--- src/design/assert_macros.svh ---
// Assertion macros shared by the transposition cipher RTL.
`ifndef ASSERT_MACROS_SVH
`define ASSERT_MACROS_SVH

// Same-cycle implication, disabled while reset is asserted.
`define ASSERT_IMPL(label, clk, rstn, ante, cons, msg) \
    label: assert property (@(posedge clk) disable iff (!rstn) (ante) |-> (cons)) \
        else $error(msg);

// Next-cycle implication, disabled while reset is asserted.
`define ASSERT_NEXT(label, clk, rstn, ante, cons, msg) \
    label: assert property (@(posedge clk) disable iff (!rstn) (ante) |=> (cons)) \
        else $error(msg);

`endif

--- src/design/ctc_pkg.sv ---
// Types, constants and helpers for the columnar transposition cipher core.
`timescale 1ns / 1ps
`default_nettype none

package ctc_pkg;

    localparam logic [7:0] PAD_CHAR = 8'h58;

    localparam logic REQ_LOAD = 1'b0;
    localparam logic REQ_PULL = 1'b1;

    // Depth of the request queue between front and back.
    localparam int Q_DEPTH = 2;

    typedef enum logic [1:0] {
        STATUS_OK       = 2'd0,
        STATUS_TOO_LONG = 2'd1,
        STATUS_NONE     = 2'd2
    } status_t;

    typedef enum logic [1:0] {
        REG_NUM_COLS  = 2'd0,
        REG_KEY_LOW   = 2'd1,
        REG_KEY_HIGH  = 2'd2,
        REG_DECRYPT   = 2'd3
    } reg_idx_t;

    typedef struct packed {
        logic       is_pull;
        logic [7:0] ch;
        logic       last;
    } op_t;

    typedef struct packed {
        logic [4:0]  num_cols;
        logic [79:0] ranks;     // {key_ranks_high, key_ranks_low}
        logic        decrypt;
    } cfg_t;

    typedef enum logic [2:0] {
        S_IDLE,
        S_BUILD,
        S_DIV_P,
        S_DIV_ROWS,
        S_EMIT
    } back_state_t;

    function automatic logic [4:0] rank_of(input logic [79:0] ranks, input logic [3:0] col);
        return ranks[5*col +: 5];
    endfunction

endpackage

`default_nettype wire

--- src/design/ctc_ram.sv ---
// Generic single-write, single-read RAM with registered read data.
`timescale 1ns / 1ps
`default_nettype none

module ctc_ram #(
    parameter int WIDTH  = 8,
    parameter int DEPTH  = 256,
    parameter int ADDR_W = $clog2(DEPTH)
) (
    input  wire logic              aclk,
    input  wire logic              we,
    input  wire logic [ADDR_W-1:0] waddr,
    input  wire logic [WIDTH-1:0]  wdata,
    input  wire logic              re,
    input  wire logic [ADDR_W-1:0] raddr,
    output logic      [WIDTH-1:0]  rdata
);

    logic [WIDTH-1:0] mem_reg [DEPTH];

    always_ff @(posedge aclk) begin
        if (we) begin
            mem_reg[waddr] <= wdata;
        end
        if (re) begin
            rdata <= mem_reg[raddr];
        end
    end

endmodule

`default_nettype wire

--- src/design/ctc_front.sv ---
// Request front end: accepts input requests, classifies them, queues them.
`timescale 1ns / 1ps
`default_nettype none
`include "assert_macros.svh"

module ctc_front (
    input  wire logic          aclk,
    input  wire logic          aresetn,
    input  wire logic          s_valid,
    output logic               s_ready,
    input  wire logic          s_req_type,
    input  wire logic [7:0]    s_in_char,
    input  wire logic          s_last_char,
    output logic               q_valid,
    output ctc_pkg::op_t       q_head,
    input  wire logic          q_pop
);
    import ctc_pkg::*;

    localparam int PW = (Q_DEPTH > 1) ? $clog2(Q_DEPTH) : 1;
    localparam int NW = $clog2(Q_DEPTH + 1);

    op_t           fifo_reg [Q_DEPTH];
    logic [PW-1:0] wr_ptr_reg, rd_ptr_reg;
    logic [NW-1:0] count_reg;
    logic          push;
    op_t           op_in;

    assign s_ready = (count_reg != NW'(Q_DEPTH));
    assign push    = s_valid && s_ready;
    assign q_valid = (count_reg != '0);
    assign q_head  = fifo_reg[rd_ptr_reg];

    always_comb begin
        op_in.is_pull = (s_req_type == REQ_PULL);
        op_in.ch      = s_in_char;
        op_in.last    = s_last_char;
    end

    always_ff @(posedge aclk) begin
        if (!aresetn) begin
            wr_ptr_reg <= '0;
            rd_ptr_reg <= '0;
            count_reg  <= '0;
        end else begin
            if (push) begin
                wr_ptr_reg <= (wr_ptr_reg == PW'(Q_DEPTH - 1)) ? '0 : wr_ptr_reg + 1'b1;
            end
            if (q_pop) begin
                rd_ptr_reg <= (rd_ptr_reg == PW'(Q_DEPTH - 1)) ? '0 : rd_ptr_reg + 1'b1;
            end
            if (push && !q_pop) begin
                count_reg <= count_reg + 1'b1;
            end else if (!push && q_pop) begin
                count_reg <= count_reg - 1'b1;
            end
        end
    end

    always_ff @(posedge aclk) begin
        if (push) begin
            fifo_reg[wr_ptr_reg] <= op_in;
        end
    end

    `ASSERT_IMPL(a_pop_not_empty, aclk, aresetn, q_pop, count_reg != '0, "pop from empty queue")

endmodule

`default_nettype wire

--- src/design/ctc_div.sv ---
// Iterative restoring divider, one quotient bit per cycle.
`timescale 1ns / 1ps
`default_nettype none

module ctc_div #(
    parameter int W = 9
) (
    input  wire logic         aclk,
    input  wire logic         aresetn,
    input  wire logic         start,
    input  wire logic [W-1:0] dividend,
    input  wire logic [W-1:0] divisor,
    output logic              done,
    output logic      [W-1:0] quotient,
    output logic      [W-1:0] remainder
);

    localparam int CNTW = $clog2(W + 1);

    logic            busy_reg, done_reg;
    logic [CNTW-1:0] cnt_reg;
    logic [W-1:0]    quo_reg, rem_reg, div_reg;
    logic [W:0]      rem_sh, diff;
    logic            ge;

    assign rem_sh    = {rem_reg, quo_reg[W-1]};
    assign diff      = rem_sh - {1'b0, div_reg};
    assign ge        = !diff[W];
    assign done      = done_reg;
    assign quotient  = quo_reg;
    assign remainder = rem_reg;

    always_ff @(posedge aclk) begin
        if (!aresetn) begin
            busy_reg <= 1'b0;
            done_reg <= 1'b0;
            cnt_reg  <= '0;
        end else begin
            done_reg <= 1'b0;
            if (start) begin
                busy_reg <= 1'b1;
                cnt_reg  <= CNTW'(W);
            end else if (busy_reg) begin
                cnt_reg <= cnt_reg - 1'b1;
                if (cnt_reg == CNTW'(1)) begin
                    busy_reg <= 1'b0;
                    done_reg <= 1'b1;
                end
            end
        end
    end

    always_ff @(posedge aclk) begin
        if (start) begin
            quo_reg <= dividend;
            rem_reg <= '0;
            div_reg <= divisor;
        end else if (busy_reg) begin
            quo_reg <= {quo_reg[W-2:0], ge};
            rem_reg <= ge ? diff[W-1:0] : rem_sh[W-1:0];
        end
    end

endmodule

`default_nettype wire

--- src/design/ctc_back.sv ---
// Back end: text store, column order table, grid walk and result register.
`timescale 1ns / 1ps
`default_nettype none
`include "assert_macros.svh"

module ctc_back #(
    parameter int GRID_ROWS = 16,
    parameter int GRID_COLS = 16
) (
    input  wire logic          aclk,
    input  wire logic          aresetn,
    input  wire ctc_pkg::cfg_t cfg,
    input  wire logic          cfg_wr,
    input  wire logic          q_valid,
    input  wire ctc_pkg::op_t  q_head,
    output logic               q_pop,
    output logic               m_valid,
    input  wire logic          m_ready,
    output logic [7:0]         m_out_char,
    output logic               m_out_last,
    output logic [1:0]         m_status
);
    import ctc_pkg::*;

    localparam int DEPTH = GRID_ROWS * GRID_COLS;
    localparam int AW    = $clog2(DEPTH);
    localparam int CW    = $clog2(DEPTH + 1);
    localparam int DW    = $clog2(DEPTH + GRID_COLS);
    localparam int COLW  = $clog2(GRID_COLS);
    localparam int NW    = $clog2(GRID_COLS + 1);
    localparam int RW    = $clog2(GRID_ROWS + 1);

    back_state_t state_reg, state_next;
    logic        dirty_reg, dirty_next;

    // order table: ord = columns by (rank, column); dslot = slot of the j-th valid column
    logic [COLW-1:0] ord_reg   [GRID_COLS];
    logic [COLW-1:0] dslot_reg [GRID_COLS];
    logic [COLW-1:0] col_reg;
    logic [NW-1:0]   vi_reg, v_reg;

    logic [CW-1:0]   loaded_reg, p_reg, maj_reg, min_reg;
    logic            too_long_reg, emitting_reg;
    logic [RW-1:0]   rows_reg;

    status_t         res_status_reg;
    logic            res_last_reg, res_pad_reg;
    logic            m_valid_reg;
    logic [7:0]      m_char_reg;
    logic            m_last_reg;
    status_t         m_status_reg;

    // combinational
    logic [4:0]           eff_n;
    logic [4:0]           rank_vec [GRID_COLS];
    logic [GRID_COLS-1:0] valid_vec, bef;
    logic [4:0]           cur_rank;
    logic [COLW-1:0]      build_slot;
    logic [NW-1:0]        build_v;
    logic                 build_last, build_enter, need_pdiv;
    logic [CW-1:0]        maj_lim, min_lim, idx, idx_enc, idx_dec;
    logic [COLW-1:0]      enc_c, dec_slot;
    logic                 avail, min_wrap, walk_last, pad;
    logic [CW-1:0]        base_cnt, new_cnt;
    logic                 base_tl, can_store, new_tl;
    status_t              pull_status;
    logic                 out_free, emit_fire;
    logic                 ram_we, ram_re;
    logic [7:0]           ram_rdata;
    logic                 div_start, div_done;
    logic [DW-1:0]        div_dividend, div_divisor, div_quo, div_rem;

    // column count clamps to 2..GRID_COLS
    always_comb begin
        if (cfg.num_cols < 5'd2) begin
            eff_n = 5'd2;
        end else if (cfg.num_cols > 5'(GRID_COLS)) begin
            eff_n = 5'(GRID_COLS);
        end else begin
            eff_n = cfg.num_cols;
        end
    end

    always_comb begin
        for (int q = 0; q < GRID_COLS; q++) begin
            rank_vec[q]  = rank_of(cfg.ranks, 4'(q));
            valid_vec[q] = (5'(q) < eff_n) && (rank_vec[q] != 5'd0) && (rank_vec[q] <= eff_n);
        end
    end

    // slot of the swept column: valid columns ahead of it in (rank, column) order
    assign cur_rank = rank_vec[col_reg];
    always_comb begin
        for (int q = 0; q < GRID_COLS; q++) begin
            bef[q] = valid_vec[q] && ((rank_vec[q] < cur_rank) ||
                     ((rank_vec[q] == cur_rank) && (COLW'(q) < col_reg)));
        end
    end
    assign build_slot = COLW'($countones(bef));
    assign build_v    = vi_reg + NW'(valid_vec[col_reg]);
    assign build_last = (col_reg == COLW'(GRID_COLS - 1));
    assign need_pdiv  = emitting_reg && !too_long_reg && (!cfg.decrypt || (build_v != '0));

    // grid walk: encrypt walks (rank slot, row), decrypt walks (row, column)
    assign maj_lim   = cfg.decrypt ? CW'(rows_reg) : CW'(v_reg);
    assign min_lim   = cfg.decrypt ? CW'(v_reg) : CW'(rows_reg);
    assign avail     = (v_reg != '0) && (maj_reg < maj_lim);
    assign min_wrap  = ((min_reg + 1'b1) == min_lim);
    assign walk_last = min_wrap && ((maj_reg + 1'b1) == maj_lim);

    assign enc_c    = ord_reg[maj_reg[COLW-1:0]];
    assign dec_slot = dslot_reg[min_reg[COLW-1:0]];
    assign idx_enc  = CW'(min_reg[RW-1:0]) * CW'(eff_n) + CW'(enc_c);
    assign idx_dec  = CW'(dec_slot) * CW'(rows_reg) + CW'(maj_reg[RW-1:0]);
    assign idx      = cfg.decrypt ? idx_dec : idx_enc;
    assign pad      = (idx >= loaded_reg);

    always_comb begin
        if (!emitting_reg) begin
            pull_status = STATUS_NONE;
        end else if (too_long_reg) begin
            pull_status = STATUS_TOO_LONG;
        end else if (!avail) begin
            pull_status = STATUS_NONE;
        end else begin
            pull_status = STATUS_OK;
        end
    end

    // a load while emitting starts a fresh block
    assign base_cnt  = emitting_reg ? '0 : loaded_reg;
    assign base_tl   = emitting_reg ? 1'b0 : too_long_reg;
    assign can_store = (base_cnt < CW'(DEPTH));
    assign new_cnt   = can_store ? base_cnt + 1'b1 : base_cnt;
    assign new_tl    = base_tl || !can_store;

    assign out_free  = !m_valid_reg || m_ready;

    // next state
    always_comb begin
        state_next = state_reg;
        unique case (state_reg)
            S_IDLE: begin
                if (dirty_reg) begin
                    state_next = S_BUILD;
                end else if (q_valid) begin
                    if (q_head.is_pull) begin
                        state_next = S_EMIT;
                    end else if (q_head.last && !new_tl) begin
                        state_next = S_DIV_ROWS;
                    end
                end
            end
            S_BUILD: begin
                if (build_last) begin
                    if (dirty_reg) begin
                        state_next = S_BUILD;
                    end else if (need_pdiv) begin
                        state_next = S_DIV_P;
                    end else begin
                        state_next = S_IDLE;
                    end
                end
            end
            S_DIV_P: begin
                if (div_done) state_next = S_IDLE;
            end
            S_DIV_ROWS: begin
                if (div_done) state_next = S_IDLE;
            end
            S_EMIT: begin
                if (out_free) state_next = S_IDLE;
            end
            default: state_next = S_IDLE;
        endcase
    end

    // control outputs
    always_comb begin
        q_pop        = 1'b0;
        build_enter  = 1'b0;
        div_start    = 1'b0;
        div_dividend = DW'(p_reg);
        div_divisor  = cfg.decrypt ? DW'(build_v) : DW'(rows_reg);
        emit_fire    = 1'b0;
        unique case (state_reg)
            S_IDLE: begin
                build_enter = dirty_reg;
                q_pop       = !dirty_reg && q_valid;
                if (q_pop && !q_head.is_pull && q_head.last && !new_tl) begin
                    div_start    = 1'b1;
                    div_dividend = DW'(new_cnt) + DW'(eff_n) - DW'(1);
                    div_divisor  = DW'(eff_n);
                end
            end
            S_BUILD: begin
                build_enter = build_last && dirty_reg;
                div_start   = build_last && !dirty_reg && need_pdiv;
            end
            S_EMIT: begin
                emit_fire = out_free;
            end
            default: ;
        endcase
        dirty_next = cfg_wr || (dirty_reg && !build_enter);
    end

    assign ram_we = q_pop && !q_head.is_pull && can_store;
    assign ram_re = q_pop && q_head.is_pull;

    ctc_ram #(
        .WIDTH  (8),
        .DEPTH  (DEPTH),
        .ADDR_W (AW)
    ) u_text (
        .aclk   (aclk),
        .we     (ram_we),
        .waddr  (base_cnt[AW-1:0]),
        .wdata  (q_head.ch),
        .re     (ram_re),
        .raddr  (idx[AW-1:0]),
        .rdata  (ram_rdata)
    );

    ctc_div #(
        .W (DW)
    ) u_div (
        .aclk      (aclk),
        .aresetn   (aresetn),
        .start     (div_start),
        .dividend  (div_dividend),
        .divisor   (div_divisor),
        .done      (div_done),
        .quotient  (div_quo),
        .remainder (div_rem)
    );

    always_ff @(posedge aclk) begin
        if (!aresetn) begin
            state_reg    <= S_IDLE;
            dirty_reg    <= 1'b1;
            col_reg      <= '0;
            vi_reg       <= '0;
            v_reg        <= '0;
            loaded_reg   <= '0;
            too_long_reg <= 1'b0;
            emitting_reg <= 1'b0;
            rows_reg     <= '0;
            p_reg        <= '0;
            maj_reg      <= '0;
            min_reg      <= '0;
            m_valid_reg  <= 1'b0;
        end else begin
            state_reg <= state_next;
            dirty_reg <= dirty_next;

            if (build_enter) begin
                col_reg <= '0;
                vi_reg  <= '0;
            end else if (state_reg == S_BUILD) begin
                col_reg <= col_reg + 1'b1;
                vi_reg  <= build_v;
                if (build_last) v_reg <= build_v;
            end

            unique case (state_reg)
                S_IDLE: begin
                    if (q_pop && !q_head.is_pull) begin
                        loaded_reg   <= new_cnt;
                        too_long_reg <= new_tl;
                        emitting_reg <= 1'b0;
                        if (q_head.last && new_tl) begin
                            emitting_reg <= 1'b1;
                            rows_reg     <= '0;
                            p_reg        <= '0;
                            maj_reg      <= '0;
                            min_reg      <= '0;
                        end
                    end else if (q_pop && (pull_status == STATUS_OK)) begin
                        p_reg <= p_reg + 1'b1;
                        if (min_wrap) begin
                            min_reg <= '0;
                            maj_reg <= maj_reg + 1'b1;
                        end else begin
                            min_reg <= min_reg + 1'b1;
                        end
                    end
                end
                S_DIV_P: begin
                    if (div_done) begin
                        maj_reg <= div_quo[CW-1:0];
                        min_reg <= div_rem[CW-1:0];
                    end
                end
                S_DIV_ROWS: begin
                    if (div_done) begin
                        emitting_reg <= 1'b1;
                        p_reg        <= '0;
                        maj_reg      <= '0;
                        min_reg      <= '0;
                        if (div_quo > DW'(GRID_ROWS)) begin
                            too_long_reg <= 1'b1;
                            rows_reg     <= '0;
                        end else begin
                            rows_reg <= div_quo[RW-1:0];
                        end
                    end
                end
                default: ;
            endcase

            if (emit_fire) begin
                m_valid_reg <= 1'b1;
            end else if (m_ready) begin
                m_valid_reg <= 1'b0;
            end
        end
    end

    always_ff @(posedge aclk) begin
        if ((state_reg == S_BUILD) && !build_enter && valid_vec[col_reg]) begin
            ord_reg[build_slot]            <= col_reg;
            dslot_reg[vi_reg[COLW-1:0]]    <= build_slot;
        end
        if (q_pop && q_head.is_pull) begin
            res_status_reg <= pull_status;
            res_last_reg   <= walk_last;
            res_pad_reg    <= pad;
        end
        if (emit_fire) begin
            m_status_reg <= res_status_reg;
            if (res_status_reg == STATUS_OK) begin
                m_char_reg <= res_pad_reg ? PAD_CHAR : ram_rdata;
                m_last_reg <= res_last_reg;
            end else begin
                m_char_reg <= 8'h00;
                m_last_reg <= 1'b0;
            end
        end
    end

    assign m_valid    = m_valid_reg;
    assign m_out_char = m_char_reg;
    assign m_out_last = m_last_reg;
    assign m_status   = m_status_reg;

    `ASSERT_IMPL(a_div_done_state, aclk, aresetn, div_done, (state_reg == S_DIV_P) || (state_reg == S_DIV_ROWS), "divider finished outside a divide state")
    `ASSERT_IMPL(a_rows_range, aclk, aresetn, emitting_reg && !too_long_reg, (rows_reg != '0) && (rows_reg <= RW'(GRID_ROWS)), "row count out of range while emitting")
    `ASSERT_NEXT(a_pull_to_emit, aclk, aresetn, q_pop && q_head.is_pull, state_reg == S_EMIT, "pull request did not reach result stage")

endmodule

`default_nettype wire

--- src/design/columnar_transposition_cipher_core.sv ---
// Columnar transposition cipher core: register port, front end and back end.
`timescale 1ns / 1ps
`default_nettype none

// Usage:
//   s_* channel carries requests: load (s_req_type 0) stores s_in_char, s_last_char
//   closes the text block; pull (s_req_type 1) asks for the next transposed byte.
//   m_* channel returns one result per pull: m_out_char, m_out_last, m_status
//   (0 ok, 1 text too long, 2 nothing ready). Loads give no result.
//   Registers sit on the APB port at 8*i: num_cols, key_ranks_low, key_ranks_high,
//   decrypt_mode. Write them only while no request is outstanding.
// Flow:
//   A two-entry request queue separates input from the back end, so requests keep
//   flowing while a result waits in the output register.
//   Load: written to the text RAM as it leaves the queue. Pull: order-table lookup
//   and row multiply into the text RAM address, then the registered RAM read, then
//   the result register, loaded once the output is free.
//   Last byte of a block: an extra pass through the iterative divider, with a width
//   of ceil(log2(GRID_ROWS*GRID_COLS + GRID_COLS)) bits, that sizes the row count.
//   A register write triggers a rebuild of the column order table, plus one divider
//   pass when a block is being read out.
// Reset: all control state clears and the order table is rebuilt; requests queue
//   meanwhile. The text RAM is not cleared.
// Stall: while m_ready is low the result holds and the queue fills, then s_ready drops.

module columnar_transposition_cipher_core #(
    parameter int GRID_ROWS = 16,
    parameter int GRID_COLS = 16
) (
    input  wire logic        aclk,
    input  wire logic        aresetn,
    input  wire logic        s_valid,
    output logic             s_ready,
    input  wire logic        s_req_type,
    input  wire logic [7:0]  s_in_char,
    input  wire logic        s_last_char,
    output logic             m_valid,
    input  wire logic        m_ready,
    output logic [7:0]       m_out_char,
    output logic             m_out_last,
    output logic [1:0]       m_status,
    input  wire logic        psel,
    input  wire logic        penable,
    input  wire logic        pwrite,
    input  wire logic [4:0]  paddr,
    input  wire logic [63:0] pwdata,
    output logic [63:0]      prdata,
    output logic             pready
);
    import ctc_pkg::*;

    logic [4:0]  num_cols_reg;
    logic [39:0] key_low_reg, key_high_reg;
    logic        decrypt_reg;
    logic        cfg_wr;
    reg_idx_t    reg_sel;
    cfg_t        cfg;
    op_t         q_head;
    logic        q_valid, q_pop;

    assign pready  = 1'b1;
    assign cfg_wr  = psel && penable && pwrite && pready;
    assign reg_sel = reg_idx_t'(paddr[4:3]);

    always_ff @(posedge aclk) begin
        if (!aresetn) begin
            num_cols_reg <= 5'd2;
            key_low_reg  <= '0;
            key_high_reg <= '0;
            decrypt_reg  <= 1'b0;
        end else if (cfg_wr) begin
            unique case (reg_sel)
                REG_NUM_COLS: num_cols_reg <= pwdata[4:0];
                REG_KEY_LOW:  key_low_reg  <= pwdata[39:0];
                REG_KEY_HIGH: key_high_reg <= pwdata[39:0];
                REG_DECRYPT:  decrypt_reg  <= pwdata[0];
                default: ;
            endcase
        end
    end

    always_comb begin
        unique case (reg_sel)
            REG_NUM_COLS: prdata = {59'd0, num_cols_reg};
            REG_KEY_LOW:  prdata = {24'd0, key_low_reg};
            REG_KEY_HIGH: prdata = {24'd0, key_high_reg};
            REG_DECRYPT:  prdata = {63'd0, decrypt_reg};
            default:      prdata = 64'd0;
        endcase
    end

    always_comb begin
        cfg.num_cols = num_cols_reg;
        cfg.ranks    = {key_high_reg, key_low_reg};
        cfg.decrypt  = decrypt_reg;
    end

    ctc_front u_front (
        .aclk        (aclk),
        .aresetn     (aresetn),
        .s_valid     (s_valid),
        .s_ready     (s_ready),
        .s_req_type  (s_req_type),
        .s_in_char   (s_in_char),
        .s_last_char (s_last_char),
        .q_valid     (q_valid),
        .q_head      (q_head),
        .q_pop       (q_pop)
    );

    ctc_back #(
        .GRID_ROWS (GRID_ROWS),
        .GRID_COLS (GRID_COLS)
    ) u_back (
        .aclk       (aclk),
        .aresetn    (aresetn),
        .cfg        (cfg),
        .cfg_wr     (cfg_wr),
        .q_valid    (q_valid),
        .q_head     (q_head),
        .q_pop      (q_pop),
        .m_valid    (m_valid),
        .m_ready    (m_ready),
        .m_out_char (m_out_char),
        .m_out_last (m_out_last),
        .m_status   (m_status)
    );

endmodule

`default_nettype wire
--- config.mk ---
export PLATFORM = sky130hd
export DESIGN_NAME = columnar_transposition_cipher_core
export DESIGN_NICKNAME = d
export VERILOG_FILES = /design/src/design/ctc_pkg.sv /design/src/design/ctc_ram.sv /design/src/design/ctc_front.sv /design/src/design/ctc_div.sv /design/src/design/ctc_back.sv /design/src/design/columnar_transposition_cipher_core.sv
export VERILOG_INCLUDE_DIRS = /design/src /design/src/design
export SDC_FILE = /design/constraint.sdc
export NUM_CORES = 2
export LEC_CHECK = 0
export BUFFER_PORTS_ARGS = -buffer_cell sky130_fd_sc_hd__buf_2
export CORE_MARGIN = 3
export CORE_UTILIZATION = 55
export CTS_CLUSTER_DIAMETER = 40
export DETAILED_ROUTE_END_ITERATION = 7
export MAX_ROUTING_LAYER = met4
export PLACE_DENSITY = 0.71
export SETUP_SLACK_MARGIN = 0.1
export SLEW_MARGIN = 20
export SYNTH_ARGS = -nofsm -noshare
export SYNTH_HDL_FRONTEND = slang
export SYNTH_SLANG_ARGS = --single-unit
--- constraint.sdc ---
create_clock -name aclk -period 9.5 [get_ports aclk]
set_input_delay 0.95 -clock aclk [delete_from_list [all_inputs] [get_ports aclk]]
set_output_delay 0.95 -clock aclk [all_outputs]
set_load 0.02 [all_outputs]
==> flow_metrics.env <==
export IMPL_status="finished, violations left"
export IMPL_violations="DRC"
export IMPL_power_leakage_uw=0.04207
export IMPL_synthArstFlopShare=0
export IMPL_cts_root_buffer="clkbuf_16"
export IMPL_ios=164
export IMPL_finalCritPeriodShare=0.9076
export IMPL_critical_path_slowest_cell="dfxtp_2"
export IMPL_worstHoldStart="s_in_char[5]"
export IMPL_initial_utilization=0.5563
export IMPL_fin_nets=8796
export IMPL_dp_cells=10582
export IMPL_postSynthAreaPerCell_um2=12.61
export IMPL_irDropWorstVdd_mv=0.2118
export IMPL_intPower_uw=20870
export IMPL_htree_levels=5
export IMPL_synth_edf_count=2233
export IMPL_drive_above_1_share=0.1122
export IMPL_cts_sinks=2409
export IMPL_gp_congestion=0.9634
export IMPL_cap_violations=0
export IMPL_syn2layout_area_growth_pct=13.67
export IMPL_synth_cell_area_um2=105000
export IMPL_postCtsHoldBufs=0
export IMPL_critPathMostFrequentCell="fa_1"
export IMPL_reg2reg_depth=26
export IMPL_cts_buffers=335
export IMPL_cts_setup_buffers=0
export IMPL_vias_per_cell=6.421
export IMPL_hold_viol=0
export IMPL_rsz0062_at_grt="false"
export IMPL_slew_headroom=0.1884
export IMPL_post_cts_resized=0
export IMPL_crit_arrival_ns=9.19
export IMPL_largest_register_ffs=2048
export IMPL_p_sw_frac=0.2565
export IMPL_synth_ff_type="edfxtp_1"
export IMPL_combPwrFrac=0.111
export IMPL_p_sw_uw=7198
export IMPL_grt_usage=0.3141
export IMPL_final_common_cell="edfxtp_1"
export IMPL_syn_inst=8328
export IMPL_synth_top_area_share=0.6384
export IMPL_clkPwrFrac=0.447
export IMPL_die_x_um=443.0
export IMPL_grt_start_max_net_pins=150
export IMPL_reg2reg_slack_ns=0.88
export IMPL_cts_tree="built"
export IMPL_yosys_top_cells_area="edfxtp_1, nand2_1, dfxtp_1, ha_1, nand3_1"
export IMPL_postRouteAntennaNets=0
export IMPL_finClkSkew_ns=0.06690
export IMPL_report_final_slew_viol_count=0
export IMPL_fin_tns_setup_ns=0
export IMPL_synth_largest_area_cell="edfxtp_1"
export IMPL_core_area_um2=188800
export IMPL_power_frac_seq=0.442
export IMPL_remaining_drc_errors=7
export IMPL_io_buffer_count=111
export IMPL_utilization=0.6324
export IMPL_antenna_found_initial=9
export IMPL_wl_um=304000
export IMPL_seq_area_frac_synth=0.6720
export IMPL_drtPass1Iterations=8
export IMPL_synth_warnings=0
export IMPL_grt_overflow=0
export IMPL_ys_ff_latch=2409
export IMPL_grt_pass1_wl_um=449700
export IMPL_synth_cell_types=86
export IMPL_worstMarginPinSlew_ns=1.206
export IMPL_cp_max_fo=22
export IMPL_dpl_hpwl_um=179700
export IMPL_wire_per_inst_um=27.19
export IMPL_worstSetupStartpointType="register"
export IMPL_clk_latency_ns=0.95
export IMPL_cts_path_max_buffers=4
export IMPL_vias=71790
export IMPL_end_kind="register"
export IMPL_worstSetupEndpoint="u_back.ord_reg[14][2]"
export IMPL_stdcell_count=11180
export IMPL_dieArea_um2=196200
export IMPL_grt_pass1_vias=68754
export IMPL_die_y_um=443.0
export IMPL_fmax_mhz=116.0
export IMPL_holdCritPathClass="input port to register"
export IMPL_setup_violations_final=0
export IMPL_row_count=159
export IMPL_cpPeakStageDelay_ns=0.77
export IMPL_fin_crit_ns=8.622
export IMPL_crit_start="u_back.col_reg[0]"
export IMPL_layout_common_cells="edfxtp_1, nand2_1, nand3_1"
export IMPL_final_fill_count=13540
export IMPL_r2r_start="u_back.col_reg[0]"
export IMPL_worstSetupPathType="register to register"
export IMPL_powerDensity_nw_per_um2=235.1
export IMPL_rr_endpoint="u_back.ord_reg[14][2]"
export IMPL_drtIter0Drc=10797
export IMPL_required_ns=10.07
export IMPL_clkTransAtPathRegs_ns=0.06
==> cell usage after synthesis, types with 10 or more instances <==
master       n
a211oi_1    32
a21boi_0    58
a21o_1      22
a21oi_1    311
a221oi_1    17
a22o_1      40
a22oi_1     13
a311oi_1    92
a31oi_1    100
a32oi_1     32
and2_1      36
and3_1     106
buf_1       54
buf_2      167
buf_4       64
buf_6       13
clkbuf_1   244
dfxtp_1    176
edfxtp_1  2233
fa_1        35
ha_1       250
inv_1      153
mux2_2      14
mux2i_1    272
mux4_2      84
nand2_1   1867
nand2b_1    32
nand3_1    614
nand4_1     49
nor2_1     408
nor2b_1     49
nor3_1      73
nor4_1      88
nor4b_1     11
o211ai_1    18
o21a_1      38
o21ai_0    110
o221ai_1    16
o22ai_1    121
or3_1       10
or4_1       12
xnor2_1     42
xor2_1      31
==> worst min-delay path by stage <==
stage                                        end  cells after the start
after detailed placement      u_back.m_status[1]                      0
after global placement        u_back.m_status[1]                      0
after floorplan               u_back.m_status[1]                      0
after global routing      u_front.fifo_reg[1][7]                      1
final                     u_front.fifo_reg[1][6]                      1
after CTS                 u_front.fifo_reg[0][9]                      1
==> power groups by stage <==
stage	clock, uW	combinational [uW]	sequential [uW]
6_report	12600	3110	12400
5_1_grt	13100	3290	12400
4_1_cts	12600	3040	12400
3_5_place_dp	0	3030	12600
3_3_place_gp	0	2940	12600
2_1_floorplan	0	1830	12600
==> metal layers <==
metal  global-route usage  share of wire
met1               0.4344           0.39
met2               0.4493           0.45
met3              0.07813           0.13
met4               0.1235          0.040
met5                    -              0
==> critical path: cells and delay by family, from the launching register on <==
kind	cells	cell delay, ns
muxes	2	0.98
AOI/OAI and AO/OA	4	0.49
buffers and inverters	6	1.32
and+or+nand+nor	4	1.33
DFF	1	0.77
adders and majority gates	8	3.02
xor gates and xnor gates	2	0.37
==> final cells by class <==
type | count | area [um2] | area share
Antenna cell | 10 | 25.02 | 0.0002096
Clock buffer | 376 | 8725 | 0.07307
Clock inverter | 211 | 2517 | 0.02108
Inverter | 161 | 633.1 | 0.005303
Multi-Input combinational cell | 5238 | 31670 | 0.2652
Sequential cell | 2409 | 70580 | 0.5912
Tap cell | 2495 | 3122 | 0.02615
Timing Repair Buffer | 280 | 2125 | 0.01779
==> cells by family (layout without fill, tap and decap cells) <==
kind of cell               after synthesis  in the layout  share of synthesized area
AOI/OAI and AO/OA                     1104           1104                    0.06971
xor gates and xnor gates                73             73                   0.006087
adders and majority gates              285            285                    0.03645
buffers and inverters                  704           1028                    0.03050
DFF                                   2409           2409                     0.6720
muxes                                  371            371                    0.04558
other                                    2             35                 0.00007150
and+or+nand+nor                       3380           3380                     0.1396
==> per-stage QoR <==
step | instance area [um2] | worst slack [ns] | power (uW) | hold WS (ns)
after global placement | 108100 | 0.9394 | 15550 | 0.4698
after floorplan | 105100 | 1.036 | 14450 | 0.4523
final | 119400 | 0.8779 | 28060 | 0.2245
after CTS | 119300 | 0.8559 | 28070 | 0.1753
after detailed placement | 108100 | 0.8883 | 15640 | 0.4695
after global routing | 119400 | 0.3347 | 28810 | 0.1930
No activity file was read; power rests on OpenSTA's default activity.
